===== src/sv/tes_pkg.sv =====
package tes_pkg;

  localparam int unsigned Timers   = 16;
  localparam int unsigned SlotW    = $clog2(Timers);
  localparam int unsigned CntW     = $clog2(Timers + 1);
  localparam int unsigned TimeW    = 64;
  localparam int unsigned IvlW     = 40;
  localparam int unsigned IdW      = 8;
  localparam int unsigned QDepth   = 2;
  localparam int unsigned QPtrW    = $clog2(QDepth);

  localparam logic CmdAdd    = 1'b0;
  localparam logic CmdExpire = 1'b1;

  typedef struct packed {
    logic             cmd;
    logic [IdW-1:0]   timer_id;
    logic [TimeW-1:0] when;
    logic [IvlW-1:0]  ivl;
  } cmd_t;

endpackage


===== src/sv/timer_expiry_scheduler.sv =====
// Add: the back end scans the table for the earliest stored expiry, then fills a free slot
// and gives the final beat. Expire: it rescans the table for the earliest due timer and
// emits a fired beat for it until none is due, then scans for the earliest stored expiry
// and gives the final beat. Each scan walks the timer table one slot a cycle.
// A two-entry command queue lets start be taken while the back end works.
// Reset clears the queue and all slot valid bits; the receiver cannot stall.
module timer_expiry_scheduler
  import tes_pkg::*;
(
  input  logic        clk_i,
  input  logic        rst_ni,
  input  logic        start,
  output logic        busy,
  input  logic        cmd_i,
  input  logic [7:0]  timer_id_i,
  input  logic [63:0] expire_time_i,
  input  logic [39:0] repeat_interval_i,
  input  logic [63:0] now_time_i,
  output logic        strobe,
  output logic        fired_valid_o,
  output logic [7:0]  fired_id_o,
  output logic        new_min_o,
  output logic        table_full_o,
  output logic        next_valid_o,
  output logic [63:0] wake_time_o,
  output logic        last_o
);

  logic pop, full, empty, idle;
  cmd_t head;

  // hold start off only when the queue is full
  assign busy = full;

  tes_front u_front (
    .clk_i, .rst_ni, .start_i(start), .cmd_i, .timer_id_i, .expire_time_i,
    .repeat_interval_i, .now_time_i, .pop_i(pop), .full_o(full),
    .empty_o(empty), .head_o(head)
  );

  tes_back u_back (
    .clk_i, .rst_ni, .empty_i(empty), .head_i(head), .pop_o(pop),
    .idle_o(idle), .strobe_o(strobe), .fired_valid_o, .fired_id_o,
    .new_min_o, .table_full_o, .next_valid_o, .wake_time_o, .last_o
  );

  // a beat never carries both a fired timer and the last mark
  a_fire_not_last: assert property (@(posedge clk_i) disable iff (!rst_ni)
    strobe |-> !(fired_valid_o && last_o)) else $error("fired beat marked last");
  // the back end never pops while busy
  a_pop_idle: assert property (@(posedge clk_i) disable iff (!rst_ni)
    pop |-> idle && !empty) else $error("pop while not idle");
  // a final beat returns the back end to idle
  a_last_idle: assert property (@(posedge clk_i) disable iff (!rst_ni)
    (strobe && last_o) |-> idle) else $error("not idle after last beat");

endmodule


===== src/sv/tes_front.sv =====
module tes_front
  import tes_pkg::*;
(
  input  logic       clk_i,
  input  logic       rst_ni,
  input  logic       start_i,
  input  logic       cmd_i,
  input  logic [7:0] timer_id_i,
  input  logic [63:0] expire_time_i,
  input  logic [39:0] repeat_interval_i,
  input  logic [63:0] now_time_i,
  input  logic       pop_i,
  output logic       full_o,
  output logic       empty_o,
  output cmd_t       head_o
);

  cmd_t                 mem_q [QDepth];
  logic [QPtrW-1:0]     wr_q, rd_q;
  logic [QPtrW:0]       cnt_q;
  logic                 push;
  cmd_t                 item;

  assign full_o  = (cnt_q == (QPtrW + 1)'(QDepth));
  assign empty_o = (cnt_q == '0);
  assign push    = start_i && !full_o;
  assign head_o  = mem_q[rd_q];

  // classify: the time field depends on the command
  always_comb begin
    item.cmd      = cmd_i;
    item.timer_id = timer_id_i;
    item.when     = (cmd_i == CmdExpire) ? now_time_i : expire_time_i;
    item.ivl      = repeat_interval_i;
  end

  always_ff @(posedge clk_i) begin
    if (push) mem_q[wr_q] <= item;
  end

  always_ff @(posedge clk_i or negedge rst_ni) begin
    if (!rst_ni) begin
      wr_q  <= '0;
      rd_q  <= '0;
      cnt_q <= '0;
    end else begin
      if (push) wr_q <= wr_q + 1'b1;
      if (pop_i) rd_q <= rd_q + 1'b1;
      cnt_q <= cnt_q + {{QPtrW{1'b0}}, push} - {{QPtrW{1'b0}}, pop_i};
    end
  end

endmodule


===== src/sv/tes_back.sv =====
module tes_back
  import tes_pkg::*;
(
  input  logic        clk_i,
  input  logic        rst_ni,
  input  logic        empty_i,
  input  cmd_t        head_i,
  output logic        pop_o,
  output logic        idle_o,
  output logic        strobe_o,
  output logic        fired_valid_o,
  output logic [7:0]  fired_id_o,
  output logic        new_min_o,
  output logic        table_full_o,
  output logic        next_valid_o,
  output logic [63:0] wake_time_o,
  output logic        last_o
);

  typedef enum logic [2:0] {
    StIdle, StScan, StFire, StMin, StDone
  } state_e;

  state_e             state_q;
  cmd_t               cur_q;
  logic [Timers-1:0]  used_q, due_q;
  logic [TimeW-1:0]   exp_q [Timers];
  logic [IvlW-1:0]    ivl_q [Timers];
  logic [IdW-1:0]     id_q  [Timers];
  logic [CntW-1:0]    idx_q;
  logic               any_q, changed_q, fullf_q;
  logic [TimeW-1:0]   min_q;
  logic [SlotW-1:0]   best_q;
  logic [SlotW-1:0]   free_s;
  logic               free_any;
  logic [SlotW-1:0]   idx;
  logic [TimeW:0]     sum;

  assign idx = idx_q[SlotW-1:0];
  assign sum = {1'b0, cur_q.when} + {{(TimeW-IvlW+1){1'b0}}, ivl_q[best_q]};

  always_comb begin
    free_s   = '0;
    free_any = 1'b0;
    for (int i = Timers - 1; i >= 0; i--) begin
      if (!used_q[i]) begin
        free_s   = SlotW'(i);
        free_any = 1'b1;
      end
    end
  end

  assign pop_o  = (state_q == StIdle) && !empty_i;
  assign idle_o = (state_q == StIdle);

  always_ff @(posedge clk_i or negedge rst_ni) begin
    if (!rst_ni) begin
      state_q       <= StIdle;
      cur_q         <= '0;
      used_q        <= '0;
      due_q         <= '0;
      strobe_o      <= 1'b0;
      last_o        <= 1'b0;
      fired_valid_o <= 1'b0;
      fired_id_o    <= '0;
      new_min_o     <= 1'b0;
      table_full_o  <= 1'b0;
      next_valid_o  <= 1'b0;
      wake_time_o   <= '0;
      idx_q         <= '0;
      any_q         <= 1'b0;
      changed_q     <= 1'b0;
      fullf_q       <= 1'b0;
      min_q         <= '0;
      best_q        <= '0;
    end else begin
      strobe_o <= 1'b0;
      last_o   <= 1'b0;
      case (state_q)
        StIdle: begin
          if (!empty_i) begin
            cur_q <= head_i;
            idx_q <= '0;
            any_q <= 1'b0;
            due_q <= '0;
            state_q <= (head_i.cmd == CmdAdd) ? StMin : StScan;
            changed_q <= 1'b0;
            fullf_q   <= 1'b0;
          end
        end
        // expire: walk slots, keep the earliest due one
        StScan: begin
          if (idx_q == CntW'(Timers)) begin
            if (any_q) begin
              state_q <= StFire;
            end else begin
              idx_q <= '0;
              state_q <= StMin;
            end
          end else begin
            if (used_q[idx] && !due_q[idx] && exp_q[idx] <= cur_q.when &&
                (!any_q || exp_q[idx] < min_q)) begin
              any_q  <= 1'b1;
              min_q  <= exp_q[idx];
              best_q <= idx;
            end
            idx_q <= idx_q + 1'b1;
          end
        end
        StFire: begin
          strobe_o      <= 1'b1;
          fired_valid_o <= 1'b1;
          fired_id_o    <= id_q[best_q];
          new_min_o     <= 1'b0;
          table_full_o  <= 1'b0;
          next_valid_o  <= 1'b0;
          wake_time_o   <= '0;
          if (ivl_q[best_q] != '0) begin
            due_q[best_q] <= 1'b1;
            exp_q[best_q] <= sum[TimeW] ? '1 : sum[TimeW-1:0];
          end else begin
            used_q[best_q] <= 1'b0;
          end
          idx_q   <= '0;
          any_q   <= 1'b0;
          state_q <= StScan;
        end
        // earliest stored expiry, one slot a cycle
        StMin: begin
          if (idx_q == CntW'(Timers)) begin
            if (cur_q.cmd == CmdAdd) begin
              if (free_any) begin
                used_q[free_s] <= 1'b1;
                exp_q[free_s]  <= cur_q.when;
                ivl_q[free_s]  <= cur_q.ivl;
                id_q[free_s]   <= cur_q.timer_id;
                changed_q      <= !any_q || cur_q.when < min_q;
                any_q          <= 1'b1;
                if (!any_q || cur_q.when < min_q) min_q <= cur_q.when;
              end else begin
                fullf_q <= 1'b1;
              end
            end
            state_q <= StDone;
          end else begin
            if (used_q[idx] && (!any_q || exp_q[idx] < min_q)) begin
              any_q <= 1'b1;
              min_q <= exp_q[idx];
            end
            idx_q <= idx_q + 1'b1;
          end
        end
        StDone: begin
          strobe_o      <= 1'b1;
          last_o        <= 1'b1;
          fired_valid_o <= 1'b0;
          fired_id_o    <= '0;
          new_min_o     <= changed_q;
          table_full_o  <= fullf_q;
          next_valid_o  <= any_q;
          wake_time_o   <= any_q ? min_q : '0;
          state_q       <= StIdle;
        end
        default: state_q <= StIdle;
      endcase
    end
  end

endmodule

===== config.mk =====
export PLATFORM = sky130hd
export DESIGN_NAME = timer_expiry_scheduler
export DESIGN_NICKNAME = d
export VERILOG_FILES = /design/src/sv/tes_pkg.sv /design/src/sv/timer_expiry_scheduler.sv /design/src/sv/tes_front.sv /design/src/sv/tes_back.sv
export SDC_FILE = /design/constraint.sdc
export NUM_CORES = 2
export LEC_CHECK = 0
export BUFFER_PORTS_ARGS = -buffer_cell sky130_fd_sc_hd__clkbuf_2
export CORE_MARGIN = 8
export CORE_UTILIZATION = 50
export CTS_CLUSTER_SIZE = 25
export DETAILED_ROUTE_END_ITERATION = 10
export GPL_ROUTABILITY_DRIVEN = 0
export PLACE_DENSITY_LB_ADDON = 0.08
export SYNTH_ARGS = -nofsm -noshare
export SYNTH_HDL_FRONTEND = slang
export SYNTH_HIERARCHICAL = 1
export SYNTH_SLANG_ARGS = --single-unit

===== constraint.sdc =====
create_clock -name clk_i -period 7.3 [get_ports clk_i]
set_input_delay 0.365 -clock clk_i [delete_from_list [all_inputs] [get_ports clk_i]]
set_output_delay 0.365 -clock clk_i [all_outputs]
set_load 0.05 [all_outputs]

**Word level (Yosys, flattened, before mapping)**

Memory sizes are Yosys's and may differ from the RTL's.
Index checks and enable logic that the tools add are counted.

- Bits in registers: 306
- Bits in writable memories: 2018
- Input bits: 180
- Memories kept: 4

Memories:

| memory | words | width | rd ports | clocked after memory_dff | write ports | line | source |
|---|---|---|---|---|---|---|---|
| u_back.exp_q | 16 | 64 | 1 | 0 | 1 | tes_back.sv:27 | `logic [TimeW-1:0] exp_q [Timers];` |
| u_back.ivl_q | 16 | 40 | 1 | 0 | 1 | tes_back.sv:28 | `logic [IvlW-1:0] ivl_q [Timers];` |
| u_front.mem_q | 2 | 113 | 1 | 0 | 1 | tes_front.sv:18 | `cmd_t mem_q [QDepth];` |
| u_back.id_q | 16 | 8 | 1 | 0 | 1 | tes_back.sv:29 | `logic [IdW-1:0] id_q [Timers];` |

- Add/sub/neg operators: 6
- Magnitude comparators: 8
- Equal/unequal tests: 22
- Muxes and demuxes: 107
- Bitwise gates (word level): 6
- Reductions and logical operators: 37

Operator list:

| cell | number |
|---|---|
| $mux W64 | 11 |
| $pmux W64 S2 | 2 |
| $lt A64 B64 Y1 | 2 |
| $mux W16 | 6 |
| $mux W4 | 17 |
| $add A64 B40 Y65 | 1 |
| $le A64 B64 Y1 | 1 |
| $pmux W16 S2 | 2 |
| $reduce_or A64 Y1 | 1 |
| $mux W1 | 47 |
| $reduce_bool A40 Y1 | 1 |
| $or A16 B16 Y16 | 2 |
| $mux W5 | 4 |
| $pmux W5 S4 | 1 |
| $and A16 B16 Y16 | 1 |
| $not A16 Y16 | 1 |
| $pmux W8 S2 | 1 |
| $lt A4 B5 Y1 const B | 3 |
| $reduce_and A5 Y1 | 3 |
| $reduce_and A7 Y1 | 2 |
| $ne A2 B2 Y1 const B | 6 |
| $pmux W1 S2 | 6 |
| $pmux W3 S4 | 1 |
| $logic_and A1 B1 Y1 | 10 |
| other kinds (30) | 54 |

**Logic depth before layout (Yosys ltp)**

- Word-level depth: 25
- Mapped depth: 18
- Mapped depth without buffers: 14

**By module**

The synthesis kept the hierarchy.

By module, submodules not included:

| module | times used | cells each | area each (um2) |
|---|---|---|---|
| tes_back | 1 | 4785 | 87227.4 |
| tes_front | 1 | 440 | 9365.2 |

**Least setup slack after synthesis**

No wires, ideal clock.

- Path type: register to register
- From: register u_back.idx_q[1]
- To: memory u_back.exp_q[5][0] (enable)
- Setup time: 565 ps
- Arrival time: 7450 ps
- Setup slack: -715 ps
- Cell stages (with the launch flop): 15
- Buffers on the path: 4
- Path through: dfrtp_1 > buf_1 > buf_1 > clkbuf_1 > inv_1 > ha_1 > and4bb_2 > nand3_1 > nor2_1 > nand2_1 > nor2_1 > clkbuf_1 > mux2i_1 > nand2_1 > nor3_1

- Word-level cells in the longest chain between the ends: 7
- Elaborated cells between the ends (all ways): 8

RTL lines:

| what | line | source |
|---|---|---|
| from (decl) | tes_back.sv:30 | `logic [CntW-1:0] idx_q;` |
| from (signal assigned) | tes_back.sv:107 | `idx_q <= idx_q + 1'b1;` |
| from (signal assigned) | tes_back.sv:150 | `idx_q <= idx_q + 1'b1;` |
| $eq A5 B5 Y1 (*) | tes_back.sv:130 | `if (idx_q == CntW'(Timers)) begin` |
| $mux W1 (*) | tes_back.sv:130 |  |
| $mux W1 (*) | tes_back.sv:79 | `case (state_q)` |
| $logic_and A1 B1 Y1 (implied by the code) (*) | tes_back.sv:134 | `exp_q[free_s] <= cur_q.when;` |
| $mux W1 (implied by the code) (*) | tes_back.sv:134 |  |
| $reduce_or A64 Y1 (no source line) | n/a |  |
| $mux W4 (no source line) / $mux W1 (equally long branches) | n/a |  |
| to (decl) | tes_back.sv:27 |  |

Mark *: on every way between the ends. The rest lies on a longest branch, timed or not.

**Worst setup path after layout**

- From: register u_back.best_q[1]
- To: memory u_back.exp_q[6][32], data pin

- Word-level cells in the longest chain between the ends: 4

RTL lines:

| what | line | source |
|---|---|---|
| from (decl) | tes_back.sv:33 | `logic [SlotW-1:0] best_q;` |
| from (signal assigned) | tes_back.sv:105 | `best_q <= idx;` |
| $mem_v2 Z16 W40 | n/a |  |
| $add A64 B40 Y65 | tes_back.sv:40 | `assign sum = {1'b0, cur_q.when} + {{(TimeW-IvlW+1){1'b0}}, ivl_q[best_q]};` |
| $mux W64 | tes_back.sv:120 | `exp_q[best_q] <= sum[TimeW] ? '1 : sum[TimeW-1:0];` |
| $mux W64 (no source line) | n/a |  |

No other way between the ends.

==> flow_summary.ini <==
[logic_synthesis]
seq_area_frac_synth_pct = 70.7
syn_inst = 5225
async_flop_share_pct = 13.2
syn-mean-instance-area_um2 = 18.5
yosys-top-cells-area = edfxtp_1 (63%), mux4_2 (13%), dfrtp_1 (7.9%)
synth_top_family_by_area = multiplexers
syn-cell-area_um2 = 96600
synth-simple-area-share_pct = 3.55
ys_warn_count = 6
synth_top_area_share_pct = 62.7
synth_compound_area_share_pct = 4.27
synth_nets = 5640
synth_edf_count = 2018
yosys.area_share.adder_pct = 3.05
synth.area.mux_share_pct = 16.4
synth_cell_types = 75
yosys_most_used_dff = edfxtp_1
yosys.area.top_type = edfxtp_1
synth-xor-area-share_pct = 0.326
yosys_register_bits = 2324

[place]
hpwl_um = 159000
port_buffers = 258
place_inst = 7926

[clocking]
cts_tree = built
clock_latency_ps = 870
cts_root_buffer = clkbuf_16
cts_sinks = 2324
clk_pin_slew_worst_paths_ps = 60
post_cts_resize_count = 0
cts.path.max_buffers = 3
h-tree-depth = 4
cts_buffers = 230

[sta]
slew_violations = 0
min_period_over_period_pct = 93.9
hold_ws_ps = 66.3
slew_headroom_pct = 11.6
final-hold-violation-count = 0
setup_viol_count_final = 0
worst_clock_skew_ps = 33.1
fin_setup_tns_ps = 0
timing.final.crit_period_ps = 6850
worst_pin_slew_ps = 1320
max_freq_mhz = 146
rsz0062_at_grt = false

[finish]
syn2layout_area_growth_pct = 15.2
fin_util_pct = 57.9
register_area_um2 = 68300
multi_input_area_um2 = 27000
num_antenna_cells = 0
fillers = 14388
drive_above_1_share_pct = 26.2
fin_nets = 6227
instances_no_fill = 8539

[critical_path]
cp_max_fo = 55
critPathMaxStageDelay_ps = 1000
end_kind = flip-flop
cp-start-kind = flip-flop
worst_ep_arrival_time_ps = 7320
cp_cell_sequence = mux4_2, mux4_2, ha_1, inv_1, fa_1, nor2b_1, o31a_1, o311ai_0, a31oi_1, a221oi_1, o31ai_1, a21oi_1, xor2_1, a22oi_1
worstPathRequired_ps = 7760
crit_type = reg2reg
crit_top_cell = mux4_2
cp_slowest_cell = a22oi_1
reg2reg_slack_ps = 450

[power]
ir_worst_vdd_v = 0.000320
power_uw = 52500
power_density_nw_per_um2 = 472
power.leakage_uw = 0.0391

[routing]
wl_um = 258000
wl_per_cell_um = 30.2
dr.pass1.iters = 7
postRouteAntennaNets = 0
vias = 52206
drtIter0Drc = 5197
avgViaCountPerCell = 6.11
drc = 0

[floorplanning]
start_util_pct = 50.3
die_x_um = 456
die_y_um = 456
io_pins = 259
rows = 161
dieArea_um2 = 208000
core_um2 = 192000

[global_route]
overflow = 0
busiest_layer = met2
use_met2_pct = 40.5
grt_max_degree = 119
antenna_found_initial = 4
grt_pass1_vias = 53531
use_met1_pct = 33.0
track_usage_pct = 24.4
grt_pass1_wl_um = 374000
gr-usage-met3_pct = 3.82

[hold_path]
hp-class = in2async

[job]
drv_cap = 0

[run_status]
status = completed
-- path summary, 6_finish.rpt --
kind / start / end / cells past startpoint
setup / recovery: u_back/best_q[1] / u_back/exp_q[6][32] / 14
hold / removal: rst_ni / u_back/cur_q[40] / 2
setup reg to reg: u_back/best_q[1] / u_back/exp_q[6][32] / 14
hold reg to reg: u_back/fired_valid_o / u_back/fired_valid_o / 2
max in group asynchronous: rst_ni / u_back/wake_time_o[29] / 4
min in group clk_i: cmd_i / u_front/mem_q[1][112] / 1
-- power breakdown --
part | leakage (uW) | switching, uW | internal (uW)
sequential | 0.0224 | 1770 | 19400
combinational | 0.0130 | 12300 | 7140
clock | 0.00372 | 4980 | 6920
total | 0.0391 | 19100 | 33400
-- worst max-delay path: cells and delay by family, from the launching register on --
kind            cells  cell delay [ps]
xor+xnor            1              120
compound gates      7             3750
simple gates        1               70
fa+ha+maj           2              470
flops               1              960
mux                 2              990
buf+inv             1               80
-- final cells by class --
class | count | share of cell area, %
clock buffers | 295 | 5.62
multi-input cells | 2500 | 24.2
flip-flops and latches | 2324 | 61.3
clock inverters | 138 | 1.24
repair buffers | 600 | 4.21
inverters | 156 | 0.531
well taps | 2526 | 2.84
-- sequential cells by signal, indices dropped and copies added (netlist names), 4 cells and up --
signal              cells
u_back/exp_q         1024
u_back/id_q           128
u_back/idx_q            5
u_back/fired_id_o       8
u_back/min_q           64
u_back/best_q           4
u_back/cur_q          113
u_front/mem_q         226
u_back/due_q           16
u_back/wake_time_o     64
u_back/used_q          16
u_back/ivl_q          640
-- logic make-up (layout without fill, tap and decap cells) --
| kind of cell | after synthesis | in the layout |
|---|---|---|
| buf+inv | 401 | 1189 |
| flops | 2324 | 2324 |
| compound gates | 637 | 637 |
| xor+xnor | 36 | 36 |
| mux | 826 | 826 |
| fa+ha+maj | 235 | 235 |
| simple gates | 766 | 766 |
-- synth_stat cells, drive strengths merged, types with 23 or more instances --
library cell,instances
nor4,23
a21oi,194
a22oi,34
mux2,186
o21ai,127
nand4,47
a31oi,41
a22o,76
ha,234
edfxtp,2018
buf,87
nand3,48
clkbuf,158
inv,156
nor3,38
mux2i,71
a21o,30
mux4,569
nand2,340
dfrtp,306
nor2,187
-- per-layer routing --
| metal | wire (um) | up-vias |
|---|---|---|
| li1 | - | 22323 |
| met1 | 105000 | 27713 |
| met2 | 128000 | 1742 |
| met3 | 15200 | 424 |
| met4 | 9750 | 4 |
| met5 | 25 | - |
-- per-stage QoR --
stage                     setup slack, ps  area [um2]
after floorplan                      -715       96600
after global placement                495      102000
after detailed placement              554      102000
after CTS                             517      111000
after global routing                  241      111000
final                                 447      111000
-- layout by cell type, fill, tap and decap left out, drive strengths merged, types with 30 or more instances in the layout --
cell type and n:
nand2 340, clkinv 97, nand4 47, a22oi 34, o21ai 127, ha 234
dfrtp 306, mux2i 71, nand3 48, a21o 30, mux4 569, a22o 76
a31oi 41, edfxtp 2018, buf 166, nor3 38, a21oi 194, nor2 187
clkbuf 551, dlygate4sd3 178, mux2 186, inv 160
-- what timing repair did --
item	4_1_cts	5_1_grt
hold buffers	178	0
buffers inserted	0	0
endpoints found under the hold margin	304	0
(Power assumes the default switching activity.)
